**src/rtl/lrap_pkg.sv**
```systemverilog
// Shared constants and types for the line rasterizer with additive plotting.
// No dependencies; every module of the block imports this package.
package lrap_pkg;

	localparam int SCREEN_WIDTH  = 640;
	localparam int SCREEN_HEIGHT = 480;
	localparam int COORD_BITS    = 13;
	localparam int STORE_SIZE    = SCREEN_WIDTH * SCREEN_HEIGHT;
	localparam int IDX_BITS      = $clog2(STORE_SIZE);
	localparam int CHAN_BITS     = 8;
	localparam int CNT_BITS      = COORD_BITS + 1;

	localparam int QUEUE_DEPTH   = 4;
	localparam int QPTR_BITS     = $clog2(QUEUE_DEPTH);

	localparam logic [CHAN_BITS-1:0] CHAN_MAX = CHAN_BITS'(255);

	localparam logic MODE_START = 1'b0;
	localparam logic MODE_STEP  = 1'b1;

	typedef logic signed [COORD_BITS-1:0] coord_t;

	typedef struct packed {
		logic [CHAN_BITS-1:0] red;
		logic [CHAN_BITS-1:0] green;
		logic [CHAN_BITS-1:0] blue;
	} color_t;

	// One pixel of a line; color is the plot color on the way in and the
	// blended result on the way out.
	typedef struct packed {
		coord_t              x;
		coord_t              y;
		logic                on;
		logic [IDX_BITS-1:0] idx;
		logic                last;
		color_t              color;
	} pix_t;

endpackage

```
**src/rtl/lrap_queue.sv**
```systemverilog
// Short pixel queue between the walker and the blend stage.
// Uses pix_t and the queue depth from lrap_pkg.
module lrap_queue import lrap_pkg::*; (
	input  logic clk,
	input  logic arst_n,
	input  logic push,
	input  pix_t din,
	input  logic pop,
	output pix_t dout,
	output logic valid,
	output logic full
);

	pix_t                 mem_q [QUEUE_DEPTH];
	logic [QPTR_BITS-1:0] wr_q, rd_q;
	logic [QPTR_BITS:0]   count_q;

	assign valid = count_q != '0;
	assign full  = count_q == (QPTR_BITS+1)'(QUEUE_DEPTH);
	assign dout  = mem_q[rd_q];

	always_ff @(posedge clk) begin
		if (push) begin
			mem_q[wr_q] <= din;
		end
	end

	always_ff @(posedge clk or negedge arst_n) begin
		if (!arst_n) begin
			wr_q    <= '0;
			rd_q    <= '0;
			count_q <= '0;
		end else begin
			if (push) begin
				wr_q <= wr_q + QPTR_BITS'(1);
			end
			if (pop) begin
				rd_q <= rd_q + QPTR_BITS'(1);
			end
			if (push && !pop) begin
				count_q <= count_q + (QPTR_BITS+1)'(1);
			end else if (pop && !push) begin
				count_q <= count_q - (QPTR_BITS+1)'(1);
			end
		end
	end

endmodule

```
**config.mk**
```make
export PLATFORM = sky130hd
export DESIGN_NAME = lrap_queue
export DESIGN_NICKNAME = d
export VERILOG_FILES = /design/src/rtl/lrap_pkg.sv /design/src/rtl/lrap_queue.sv
export SDC_FILE = /design/constraint.sdc
export NUM_CORES = 1
export LEC_CHECK = 0
export BUFFER_PORTS_ARGS = -buffer_cell sky130_fd_sc_hd__clkbuf_2
export CAP_MARGIN = 10
export CORE_AREA = 2 2 148 150
export CTS_CLUSTER_DIAMETER = 80
export DETAILED_ROUTE_END_ITERATION = 10
export DIE_AREA = 0 0 150 152
export PLACE_DENSITY = 0.74
export SLEW_MARGIN = 20
export SYNTH_ARGS = -nofsm -noshare
export SYNTH_HDL_FRONTEND = slang
export SYNTH_SLANG_ARGS = --single-unit
```
**constraint.sdc**
```tcl
create_clock -name clk -period 2.45 [get_ports clk]
set_input_delay 0.1225 -clock clk [delete_from_list [all_inputs] [get_ports clk]]
set_output_delay 0.1225 -clock clk [all_outputs]
set_load 0.02 [all_outputs]
```
==> Word-level counts from Yosys, hierarchy flattened <==
Memories as Yosys holds them, arrays and structs flattened.
Index checks and enable logic that the tools add are counted.
{ "word_totals": {"output_inout_bits": 73, "elab_cells": 19, "ff_bits": 7, "mem_bits_ro": 0, "inputBits": 75, "n_memories": 1, "ram_bits": 284, "latchBits": 0} }
{ "mem_list": {"columns": ["name", "depth", "word_bits", "rd", "rd_ports_with_merged_regs", "write_ports", "line", "text"], "rows": [
  ["mem_q", 4, 71, 1, 0, 1, "lrap_queue.sv:14", "pix_t mem_q [QUEUE_DEPTH];"]
]} }
{ "classes": {"eq_ne": 1, "shift": 0, "muxes": 4, "reduce_logical": 6, "mul": 0, "n_addsub": 4, "div_mod_pow": 0, "order_cmp": 0, "n_bitwise": 0} }
{ "ops": {"columns": ["op", "n"], "rows": [
  ["2-to-1 mux 3 bit", 2],
  ["adder 2 x 1 -> 2 bit, second input constant", 2],
  ["adder 3 x 1 -> 3 bit, second input constant", 1],
  ["== test 3 bit, second input constant", 1],
  ["nonzero test 3 bit", 1],
  ["subtractor 3 x 1 -> 3 bit, second input constant", 1],
  ["logical AND 1 bit", 2],
  ["zero test 1 bit", 2],
  ["2-to-1 mux 1 bit", 2],
  ["nonzero test 2 bit", 1]
]} }

==> Depth between registers and ports, before layout <==
{ "logic_depth": {"depth_word": 4, "depth_mapped": 7, "ltp_nobuf": 7} }

==> Worst setup path after synthesis <==
OpenSTA, ideal clock, no wires.
{ "synth_path": {"path_kind": "register to register", "start": "register wr_q[0]", "end": "memory mem_q[2][0] in the netlist's numbering (enable)", "path_buffers": 0, "setup_ns": 0.437, "t_arrival_ns": 2.277, "slack_ns": -0.264, "period_less_slack_ns": 2.714, "path_stages_with_launch": 4, "path_cell_list": "dfrtp_1 > inv_1 > ha_1 > and2_1"} }
{ "synth_lines": {"columns": ["element", "line", "text"], "rows": [
  ["from (decl)", "lrap_queue.sv:15", "logic [QPTR_BITS-1:0] wr_q, rd_q;"],
  ["from (signal assigned)", "lrap_queue.sv:35", "wr_q <= wr_q + QPTR_BITS'(1);"],
  ["to (decl)", "lrap_queue.sv:14", null]
]} }
No word-level cell before the write port.

==> reports/results.ini <==
[power]
switchingPower_mw=4.978
pwr-share-seq_pct=42.5
p_sw_share_pct=30.82
clkPwrFrac_pct=26.0
p_comb_share_pct=31.4
p_int_mw=11.17
leakage_nw=4.767
ir_drop_v=0.0008141
power.density_nw_per_um2=1193

[sta]
setup_violations=0
period_needed_ns=2.251
final_hold_viol_count=0
fmax_ghz=0.4443
fin_crit_sh_pct=91.86
rsz0062_at_grt=no
slew_headroom_pct=66.97
report.final.slew_viol_count=0
tightest_slew_ns=0.4954
fin_skew_ns=0.009687
tns_ns=0

[cells_and_area]
layout_common_cells=edfxtp_1 (284), clkbuf_2 (147), dlygate4sd3_1 (75)
layout_commonest_cell=edfxtp_1
nNetsFinal=741
n_fill_cell=1475
drive_gt1_share_pct=42.08
stdcell_count=962
n_antenna_cell=0
syn2layout_area_growth_pct=26.33
final_core_util_pct=63.40

[logic_synthesis]
synthesis.area_sq_um=10710
syn_avg_cell_area_sq_um=26.45
ys_seq_area_share_pct=81.23
synth_cells=405
synth_nets=486
yosysTopAreaCell=edfxtp_1
synthTopCellsByArea=edfxtp_1 (80%), mux4_2 (15%), dfrtp_1 (1.6%)
yosysWarnings=0
yosysUniqueCellTypes=19
synth_top_area_share_pct=79.60
synth-seq-cells=291

[clock_network]
cts.sinks=291
cts-root-buf=clkbuf_16
clk_path_buf_depth=3
cts_tree=done
clk_latency_ns=0.53
htreeDepth=1
clk_pin_slew_ns=0.06
numCtsBuffers=28

[critical_path]
cp-start-kind=flop
path_cells=buf_4, mux4_2, clkbuf_2
max_stage_delay_ns=0.67
critPathBufInv=2
r2r_start=wr_q[0]$_DFFE_PN0P_
cp.required_ns=2.33
cpLargestDelayFamily=flip-flops
crit_path_top_delay_cell=dfrtp_4
cp.arrival_ns=2.13
endpoint_kind=output port
worst_r2r_endpoint=mem_q[0][33]$_DFFE_PP_
r2r_slack_ns=0.64
worst_r2r_path_depth=4
path_max_fanout=24
critical_path_class=reg -> out

[detailed_routing]
dr_total_vias=5032
vias_per_cell=5.231
wl_per_cell_um=20.46
dr.pass1.iters=6
postRouteAntennaNets=0
drc=0
drtIter0Drc=273
routed_wl_um=19680

[hold_path]
min-delay-start=din[0]
whs_path_depth=2
hp-class=in -> reg
hold_end=mem_q[1][0]$_DFFE_PP_

[place]
hpwl_um=11520
gp_congestion=0.7110
io_buffers=147
placed_cells=830

[flow_run]
cap_violations=0

[floorplanning]
die_h_um=152
die_w_um=150
die-area_sq_um=22800
start_util_pct=50.18
rows=54
coreArea_sq_um=21350
io_pins=148

[global_route]
grt_pass1_wl_um=30170
grt_overflow=0
grt_pass1_vias=5539
grt_max_degree=35
grt_usage_pct=17.39
antenna_found_initial=0

[status]
status=completed

-- logic make-up after synthesis --
kind of cell / Yosys count / synth area share [%]
AOI/OAI and AO/OA: 1 / 0.04667
xor gates and xnor gates: 6 / 0.4905
adders and majority gates: 6 / 0.7708
buffers and inverters: 20 / 1.927
DFF: 291 / 81.23
muxes: 72 / 15.06
and+or+nand+nor: 9 / 0.4671
-- cell usage after synthesis --
cell type,count
or3_1,1
and2_1,4
mux4_2,70
xnor2_1,2
xor2_1,4
mux4_1,1
nor2_1,1
mux2_2,1
o21ai_0,1
nand2_1,2
fa_1,1
ha_1,5
buf_12,7
buf_2,8
buf_6,1
dfrtp_1,7
edfxtp_1,284
nor3b_1,1
inv_1,4
-- through the flow --
stage / setup WS, ns / instance area, sq um / hold slack, ns / total power, mW
detailed placement: 0.6366 / 11830 / -0.03054 / 12.01
finish: 0.1993 / 13540 / 0.3497 / 16.15
global route: 0.1128 / 13540 / 0.3388 / 16.87
global placement: 0.6733 / 11830 / -0.03402 / 11.85
floorplan: 0.5101 / 10720 / -0.1731 / 10.46
CTS: 0.06307 / 13500 / 0.3273 / 16.32
-- power by group through the flow --
| stage | registers [mW] | clock network, mW | logic [mW] |
|---|---|---|---|
| after floorplan | 6.77 | 0 | 3.69 |
| after global placement | 6.94 | 0 | 4.92 |
| after detailed placement | 7.02 | 0 | 4.99 |
| after CTS | 6.92 | 4.30 | 5.11 |
| after global routing | 6.95 | 4.48 | 5.44 |
| final | 6.87 | 4.20 | 5.08 |
-- metal layers --
metal	vias up	part of all wire [%]	routed length, um	GRT usage [%]
met4	0	1.2	233	3.684
met5	-	0	0	0
met2	147	53	10500	30.59
met1	2611	39	7768	22.38
li1	2250	-	-	-
met3	24	6.0	1181	3.814
-- state kept, by name, summed over array words and instances (netlist names) --
name,cells
count_q,3
mem_q,284
rd_q,2
wr_q,2
-- layout make-up --
type,instances,area [sq um],area share [%]
flip-flops and latches,291,8711,64.36
inverters,4,15.01,0.1109
multi-input cells,94,1814,13.40
clock buffers,30,729.5,5.389
well taps,280,350.3,2.588
repair buffers,241,1729,12.77
clock inverters,22,186.4,1.377
-- worst max-delay path by stage --
| stage | cells past startpoint | endpoint | start | slack (ns) |
|---|---|---|---|---|
| global route | 3 | dout[19] | rd_q[1]$_DFFE_PN0P_ | 0.11 |
| floorplan | 3 | mem_q[2][0]$_DFFE_PP_ | wr_q[0]$_DFFE_PN0P_ | 0.51 |
| global placement | 3 | dout[39] | rd_q[0]$_DFFE_PN0P_ | 0.67 |
| detailed placement | 4 | mem_q[0][20]$_DFFE_PP_ | wr_q[0]$_DFFE_PN0P_ | 0.64 |
| finish | 3 | dout[19] | rd_q[1]$_DFFE_PN0P_ | 0.20 |
| CTS | 3 | dout[52] | rd_q[0]$_DFFE_PN0P_ | 0.06 |
-- repair_timing --
item,CTS,global route
hold buffers,75,0
setup buffers,0,5
endpoints found under the hold margin,295,0
resized for setup,0,0
setup endpoints to repair,0,1
(Power assumes the default switching activity.)
