`src/rtl/lrap_pkg.sv`:
```
// Shared constants and types for the line rasterizer with additive plotting.
// No dependencies; every module of the block imports this package.
package lrap_pkg;

	localparam int SCREEN_WIDTH  = 640;
	localparam int SCREEN_HEIGHT = 480;
	localparam int COORD_BITS    = 13;
	localparam int STORE_SIZE    = SCREEN_WIDTH * SCREEN_HEIGHT;
	localparam int IDX_BITS      = $clog2(STORE_SIZE);
	localparam int CHAN_BITS     = 8;
	localparam int CNT_BITS      = COORD_BITS + 1;

	localparam int QUEUE_DEPTH   = 4;
	localparam int QPTR_BITS     = $clog2(QUEUE_DEPTH);

	localparam logic [CHAN_BITS-1:0] CHAN_MAX = CHAN_BITS'(255);

	localparam logic MODE_START = 1'b0;
	localparam logic MODE_STEP  = 1'b1;

	typedef logic signed [COORD_BITS-1:0] coord_t;

	typedef struct packed {
		logic [CHAN_BITS-1:0] red;
		logic [CHAN_BITS-1:0] green;
		logic [CHAN_BITS-1:0] blue;
	} color_t;

	// One pixel of a line; color is the plot color on the way in and the
	// blended result on the way out.
	typedef struct packed {
		coord_t              x;
		coord_t              y;
		logic                on;
		logic [IDX_BITS-1:0] idx;
		logic                last;
		color_t              color;
	} pix_t;

endpackage

```
`src/rtl/lrap_front.sv`:
```
// Line walker: takes start and step items, keeps the Bresenham state and
// emits one pixel descriptor per step of an active line. Uses lrap_pkg.
module lrap_front import lrap_pkg::*; (
	input  logic                 clk,
	input  logic                 arst_n,
	input  logic                 fire,
	input  logic                 mode,
	input  coord_t               start_x,
	input  coord_t               start_y,
	input  coord_t               end_x,
	input  coord_t               end_y,
	input  logic [CHAN_BITS-1:0] line_red,
	input  logic [CHAN_BITS-1:0] line_green,
	input  logic [CHAN_BITS-1:0] line_blue,
	output logic                 pix_valid,
	output pix_t                 pix
);

	logic                  active_q;
	coord_t                cur_x_q, cur_y_q;
	logic [CNT_BITS-1:0]   err_q;
	logic [COORD_BITS-1:0] major_q, minor_q;
	logic [CNT_BITS-1:0]   left_q;
	logic                  xneg_q, yneg_q, xmaj_q;
	color_t                color_q;

	logic signed [COORD_BITS:0] dx_s, dy_s, dx_m, dy_m;
	logic [COORD_BITS-1:0]      dx_abs, dy_abs, major_d, minor_d;
	logic                       xmaj_d;
	logic [CNT_BITS-1:0]        err_sum, err_next;
	logic                       bump, x_adv, y_adv, last;
	coord_t                     x_inc, y_inc;
	logic                       start_fire, step_fire;

	assign start_fire = fire && (mode == MODE_START);
	assign step_fire  = fire && (mode == MODE_STEP) && active_q;

	// Setup for a new line
	always_comb begin
		dx_s    = (COORD_BITS+1)'(end_x) - (COORD_BITS+1)'(start_x);
		dy_s    = (COORD_BITS+1)'(end_y) - (COORD_BITS+1)'(start_y);
		dx_m    = -dx_s;
		dy_m    = -dy_s;
		dx_abs  = dx_s[COORD_BITS] ? dx_m[COORD_BITS-1:0] : dx_s[COORD_BITS-1:0];
		dy_abs  = dy_s[COORD_BITS] ? dy_m[COORD_BITS-1:0] : dy_s[COORD_BITS-1:0];
		xmaj_d  = dx_abs >= dy_abs;
		major_d = xmaj_d ? dx_abs : dy_abs;
		minor_d = xmaj_d ? dy_abs : dx_abs;
	end

	// One step of the walk
	always_comb begin
		err_sum  = err_q + {1'b0, minor_q};
		bump     = err_sum >= {1'b0, major_q};
		err_next = bump ? err_sum - {1'b0, major_q} : err_sum;
		x_adv    = xmaj_q || bump;
		y_adv    = !xmaj_q || bump;
		x_inc    = xneg_q ? coord_t'(-1) : coord_t'(1);
		y_inc    = yneg_q ? coord_t'(-1) : coord_t'(1);
		last     = left_q <= CNT_BITS'(1);
	end

	always_ff @(posedge clk or negedge arst_n) begin
		if (!arst_n) begin
			active_q <= 1'b0;
		end else if (start_fire) begin
			active_q <= 1'b1;
		end else if (step_fire) begin
			active_q <= !last;
		end
	end

	always_ff @(posedge clk) begin
		if (start_fire) begin
			cur_x_q <= start_x;
			cur_y_q <= start_y;
			major_q <= major_d;
			minor_q <= minor_d;
			err_q   <= {1'b0, major_d >> 1};
			left_q  <= {1'b0, major_d} + CNT_BITS'(1);
			xneg_q  <= dx_s[COORD_BITS];
			yneg_q  <= dy_s[COORD_BITS];
			xmaj_q  <= xmaj_d;
			color_q <= '{red: line_red, green: line_green, blue: line_blue};
		end else if (step_fire) begin
			err_q   <= err_next;
			left_q  <= left_q - CNT_BITS'(1);
			if (x_adv) begin
				cur_x_q <= cur_x_q + x_inc;
			end
			if (y_adv) begin
				cur_y_q <= cur_y_q + y_inc;
			end
		end
	end

	// Classify the current pixel and form its store address
	always_comb begin
		pix.x     = cur_x_q;
		pix.y     = cur_y_q;
		pix.on    = !cur_x_q[COORD_BITS-1] && !cur_y_q[COORD_BITS-1]
		         && ({1'b0, cur_x_q} < (COORD_BITS+1)'(SCREEN_WIDTH))
		         && ({1'b0, cur_y_q} < (COORD_BITS+1)'(SCREEN_HEIGHT));
		pix.idx   = pix.on ? IDX_BITS'($unsigned(cur_x_q))
		          + IDX_BITS'($unsigned(cur_y_q)) * IDX_BITS'(SCREEN_WIDTH)
		          : '0;
		pix.last  = last;
		pix.color = color_q;
	end

	assign pix_valid = step_fire;

endmodule

```
`config.mk`:
```
export PLATFORM = sky130hd
export DESIGN_NAME = lrap_front
export DESIGN_NICKNAME = d
export VERILOG_FILES = /design/src/rtl/lrap_pkg.sv /design/src/rtl/lrap_front.sv
export SDC_FILE = /design/constraint.sdc
export NUM_CORES = 1
export LEC_CHECK = 0
export BUFFER_PORTS_ARGS = -buffer_cell sky130_fd_sc_hd__buf_2
export CAP_MARGIN = 20
export CORE_MARGIN = 8
export CORE_UTILIZATION = 55
export CTS_BUF_LIST = sky130_fd_sc_hd__clkbuf_8 sky130_fd_sc_hd__clkbuf_16
export CTS_CLUSTER_SIZE = 12
export DETAILED_ROUTE_END_ITERATION = 16
export PLACE_DENSITY = 0.77
export SLEW_MARGIN = 20
export SYNTH_ARGS = -nofsm -noshare
export SYNTH_HDL_FRONTEND = slang
export SYNTH_SLANG_ARGS = --single-unit
```
`constraint.sdc`:
```
create_clock -name clk -period 5.8 [get_ports clk]
set_input_delay 0.58 -clock clk [delete_from_list [all_inputs] [get_ports clk]]
set_output_delay 0.58 -clock clk [all_outputs]
set_load 0.05 [all_outputs]
```
* Word level (Yosys, flattened, before mapping)
Cells that the tools add are included.
** Cells by class
- Multiplexer cells :: 20
- Bitwise operators :: 1
- Magnitude comparators :: 5
- $add $sub $neg :: 11
- Reductions and logical operators :: 17
- $mul :: 1
** Operators with widths (number)
- two-way mux 13 bit :: 12
- two-way mux 14 bit :: 3
- subtractor 13 x 13 -> 14 bit :: 2
- adder 13 bit :: 2
- negator 13 bit :: 2
- two-way mux 12 bit :: 2
- adder 13 x 19 -> 19 bit :: 1
- two-way mux 19 bit :: 1
- adder 13 x 1 -> 14 bit, second input constant :: 1
- adder 14 x 13 -> 14 bit :: 1
- >= comparator 14 x 13 -> 1 bit :: 1
- <= comparator 14 x 1 -> 1 bit, second input constant :: 1
- subtractor 14 x 1 -> 14 bit, second input constant :: 1
- subtractor 14 x 13 -> 14 bit :: 1
- >= comparator 13 bit :: 1
- less-than comparator 13 x 10 -> 1 bit, second input constant :: 1
- less-than comparator 13 x 9 -> 1 bit, second input constant :: 1
- multiplier 13 x 3 -> 12 bit, second input constant :: 1
- logical AND 1 bit :: 6
- nonzero test 2 bit :: 3
- logical NOT 1 bit :: 4
- AND reduction 2 bit :: 2
- logical OR 1 bit :: 2
- two-way mux 1 bit :: 2
- NOT 1 bit :: 1
** Word-level totals
- Output and inout bits :: 72
- Input bits :: 80
- Word-level logic and storage cells :: 69
- Flip-flop bits (word level) :: 108

* Depth between registers and ports, before layout
- Depth after elaboration :: 7
- Depth in mapped cells :: 30
- Depth with buffers taken out :: 28

* Least setup slack after synthesis
OpenSTA, ideal clock, no wires.
- Path type :: in2reg
- From :: input end_y[0]
- To :: register left_q[8] (data pin)
- Arrival :: 5.811 ns
- Library setup time :: 0.266 ns
- Stages :: 25
- Buffers on the path :: 1
- Data required time :: 5.534 ns
- Path slack :: -0.277 ns
- Cells stage by stage :: inv_1 > ha_1 > fa_1 > nand2b_1 > a21o_1 > a311oi_2 > o21ai_2 > or3b_4 > o41a_1 > o31ai_1 > o211ai_1 > xnor2_1 > ha_1 > a21oi_1 > o31ai_4 > nor2_2 > inv_2 > buf_4 > a21oi_1 > ha_1 > inv_1 > nor4_1 > mux2i_1 > xor2_1 > o21ai_1
** On the way
- Cells in the longest elaborated chain, start to end :: 7
** Ends and longest elaborated chain
- from (decl) :: RTL line lrap_front.sv:11 : input coord_t end_y,
- subtractor 13 x 13 -> 14 bit * :: RTL line lrap_front.sv:41 : dy_s = (COORD_BITS+1)'(end_y) - (COORD_BITS+1)'(start_y);
- negator 13 bit :: RTL line lrap_front.sv:43 : dy_m = -dy_s;
- two-way mux 13 bit * :: RTL line lrap_front.sv:45 : dy_abs = dy_s[COORD_BITS] ? dy_m[COORD_BITS-1:0] : dy_s[COORD_BITS-1:0];
- >= comparator 13 bit :: RTL line lrap_front.sv:46 : xmaj_d = dx_abs >= dy_abs;
- two-way mux 13 bit * :: RTL line lrap_front.sv:47 : major_d = xmaj_d ? dx_abs : dy_abs;
- net major_d[0] :: RTL line lrap_front.sv:28 : logic [COORD_BITS-1:0] dx_abs, dy_abs, major_d, minor_d;
- adder 13 x 1 -> 14 bit * :: RTL line lrap_front.sv:80 : left_q <= {1'b0, major_d} + CNT_BITS'(1);
- two-way mux 14 bit * :: RTL line lrap_front.sv:74 : if (start_fire) begin
- to (signal assigned) :: RTL line lrap_front.sv:80
- to (signal assigned) :: RTL line lrap_front.sv:87 : left_q <= left_q - CNT_BITS'(1);
- to (decl) :: RTL line lrap_front.sv:23 : logic [CNT_BITS-1:0] left_q;
Mark *: on every way through the listed nets, which the timed path passes. The rest lies on a longest branch.
A chain may end at the register's enable or synchronous reset.

* Final worst setup path
- From :: input start_y[0]
- To :: register left_q[8] (data pin)
** On the way
- Cells in the longest elaborated chain, start to end :: 7
** Ends and longest elaborated chain
- from (decl) :: RTL line lrap_front.sv:9 : input coord_t start_y,
- subtractor 13 x 13 -> 14 bit * :: RTL line lrap_front.sv:41
- negator 13 bit :: RTL line lrap_front.sv:43
- two-way mux 13 bit * :: RTL line lrap_front.sv:45
- >= comparator 13 bit :: RTL line lrap_front.sv:46
- two-way mux 13 bit * :: RTL line lrap_front.sv:47
- net major_d[1] :: RTL line lrap_front.sv:28
- adder 13 x 1 -> 14 bit * :: RTL line lrap_front.sv:80
- two-way mux 14 bit * :: RTL line lrap_front.sv:74
Marks and branches as above.

==> results.yml <==
outcome:
  outcome: "completed"
sta:
  finalMaxSlewViolations: 0
  period_share_pct: 95.91
  setup_viol: 0
  worstMarginPinSlew_ns: 1.024
  postLayoutSetupSlackWorst_ns: 0.2375
  slew_headroom_pct: 31.34
  rsz0062_at_grt: "false"
  period_needed_ns: 5.563
  fmax_mhz: 179.8
  hold_viol: 0
  fin_worst_skew_ns: 0.01130
routing:
  wl_per_cell_um: 17.18
  route.detailed.drc: 0
  drt_iter0_drc: 549
  dr_total_vias: 8839
  routed_wl_um: 26150
  ant_nets: 0
  dr.pass1.iters: 5
  vias_per_cell: 5.807
logic_synthesis:
  synth_flop_cell: "edfxtp_1"
  synth_top_area_cell: "edfxtp_1"
  ys_top_cells_by_area: "edfxtp_1, ha_1, xnor2_1"
  synthDistinctLibCells: 73
  synth.avg_cell_area_um2: 9.019
  async_flop_share_pct: 0.9259
  syn_area_mm2: 0.01003
  synth_most_common_cell: "ha_1"
  synth-seq-cells: 108
  synth_top_area_share_pct: 31.44
  ys_warn_count: 0
  synth_edf_count: 105
  syn_nets: 1314
  postSynthCellCount: 1112
  synth_common_cells: "ha_1, edfxtp_1, nor2_1"
  ys_seq_area_share_pct: 32.09
die:
  ios: 152
  die_h_um: 151.0
  die_area_mm2: 0.02281
  num_rows: 49
  start_util_pct: 56.02
  coreArea_mm2: 0.01790
  die_x_um: 151.0
global_routing:
  grt.met3_usage_pct: 2.540
  use_met1_pct: 31.37
  grt_pass1_vias: 8678
  grt_busiest_layer: "met2"
  track_usage_pct: 23.14
  use_met2_pct: 37.88
  grt_antenna_before_repair: 0
  grt_overflow: 0
  grt_pass1_wl_um: 42410
  grt_max_degree: 65
cts:
  cts_buffer_depth: 2
  tritoncts: "done"
  clk_pin_slew_worst_paths_ns: 0.09
  root_buffer: "clkbuf_16"
  htree_levels: 3
  clock-sinks: 108
  clkLatencyLatePin_ns: 0.37
  numCtsBuffers: 9
critical_path:
  endpoint_kind: "flop"
  worstPathRequired_ns: 5.90
  crit_start: "start_y[0]"
  ff2ff_path_depth: 21
  r2r-end: "cur_x_q[4]$_DFFE_PP_"
  critical_path.top_delay_family: "compound AO/OA/AOI/OAI gates"
  crit_buf_inv: 3
  cp-endpoint: "left_q[8]$_DFFE_PP_"
  critPathSlowestCell: "or3b_4"
  cp_slowest_stage_delay_ns: 0.44
  reg2reg_from: "err_q[0]$_DFFE_PP_"
  path_depth: 25
  crit_fanout: 6
  start_kind: "input port"
  reg2reg_slack_ns: 0.64
  critPathArrivalTime_ns: 5.66
  worst-setup-path-type: "input port to flop"
finish:
  nFillCells: 1519
  final_area_mm2: 0.01160
  drive_gt1_share_pct: 17.94
  diodes: 0
  postLayoutCoreUtil_pct: 64.78
  area.growth.synth_to_final_pct: 15.63
  nets: 1490
placement:
  globalplace.congestion: 0.9293
  port_buffers: 151
  dp_slack_ns: -0.04112
  dpl-instance-area_mm2: 0.01125
  hpwl_um: 20640
power:
  leakage_nw: 5.232
  peakVddDrop_mv: 0.6482
  cellPowerDensity_mw_per_mm2: 659.2
flow_run:
  timing.max_cap.violations: 0
worst_hold_path:
  hold_path.class: "input port to flop"
[power by group]
group | total [mW] | switching, mW | internal [mW]
registers | 1.47 | 0.195 | 1.28
clock network | 0.649 | 0.338 | 0.311
logic | 5.52 | 3.21 | 2.32
total | 7.64 | 3.74 | 3.91
[stage by stage]
step | TNS (ns) | hold slack, ns | std cells | power [mW]
global route | 0 | 0.3728 | 1522 | 8.297
CTS | 0 | 0.3698 | 1520 | 7.637
floorplan | 0 | 0.2844 | 1112 | 5.757
detailed placement | -0.04112 | 0.3572 | 1503 | 6.948
global placement | 0 | 0.3566 | 1503 | 6.796
finish | 0 | 0.3820 | 1522 | 7.645
[layout by cell type, fill, tap and decap left out, types with 9 or more instances in the layout]
| cell | synthesis | layout |
|---|---|---|
| a21boi_0 | 12 | 12 |
| a21o_1 | 27 | 27 |
| a21oi_1 | 97 | 95 |
| a31oi_1 | 14 | 14 |
| and2_1 | 12 | 12 |
| buf_2 | 4 | 151 |
| buf_4 | 3 | 37 |
| clkbuf_16 | 0 | 9 |
| edfxtp_1 | 105 | 105 |
| ha_1 | 114 | 113 |
| inv_1 | 98 | 97 |
| mux2i_1 | 28 | 28 |
| nand2_1 | 76 | 74 |
| nand2b_1 | 13 | 13 |
| nand3_1 | 13 | 13 |
| nand4_1 | 10 | 10 |
| nor2_1 | 104 | 104 |
| nor2b_1 | 16 | 16 |
| nor3_1 | 21 | 21 |
| nor4_1 | 11 | 11 |
| o211ai_1 | 11 | 11 |
| o21a_1 | 9 | 9 |
| o21ai_0 | 52 | 52 |
| o21ai_1 | 19 | 19 |
| o21bai_1 | 10 | 10 |
| o31ai_1 | 14 | 14 |
| xnor2_1 | 60 | 60 |
| xor2_1 | 45 | 45 |
[metal layers]
| layer | wire (µm) | vias to the layer above |
|---|---|---|
| li1 | - | 4393 |
| met1 | 12020 | 4140 |
| met5 | 0 | - |
| met2 | 12110 | 265 |
| met4 | 539 | 0 |
| met3 | 1479 | 41 |
[worst min-delay path by stage]
| stage | start | end | slack (ns) | cells after the start |
|---|---|---|---|---|
| finish | line_green[0] | pix[8]$_DFFE_PP_ | 0.38 | 1 |
| floorplan | arst_n | active_q$_DFFE_PN0P_ | 0.28 | 0 |
| CTS | line_red[0] | pix[16]$_DFFE_PP_ | 0.37 | 1 |
| detailed placement | arst_n | active_q$_DFFE_PN0P_ | 0.36 | 1 |
| global placement | arst_n | active_q$_DFFE_PN0P_ | 0.36 | 1 |
| global route | line_green[4] | pix[12]$_DFFE_PP_ | 0.37 | 1 |
[cell families (layout without fill, tap and decap cells)]
kind of cell / after synthesis / after routing / share of synthesized area (%)
AOI/OAI and AO/OA: 303 / 303 / 19.12
xor gates and xnor gates: 106 / 106 / 9.331
adders and majority gates: 123 / 123 / 15.92
buffers and inverters: 125 / 306 / 4.915
DFF: 108 / 108 / 32.09
muxes: 35 / 35 / 3.668
and+or+nand+nor: 312 / 312 / 14.96
[state kept, by name, summed over array words and instances, names as in the netlist]
name      count
pix          24
err_q        14
left_q       14
cur_x_q      13
cur_y_q      13
major_q      13
minor_q      13
active_q      1
xmaj_q        1
xneg_q        1
yneg_q        1
[area by class of cell]
cell class | instances | area [µm²] | area share [%]
clock buffers | 9 | 225.2 | 1.942
clock inverters | 7 | 91.34 | 0.7876
inverters | 101 | 380.4 | 3.280
multi-input cells | 879 | 6352 | 54.77
flip-flops and latches | 108 | 3218 | 27.75
well taps | 229 | 286.5 | 2.471
repair buffers | 189 | 1044 | 8.998
[what timing repair did]
action	4_1_cts	5_1_grt
setup endpoints to repair	0	2
hold buffers	1	0
endpoints found under the hold margin	1	0
gates resized for setup	0	1
buffers inserted	0	2
Note: power is estimated with default switching activity, not from simulation.
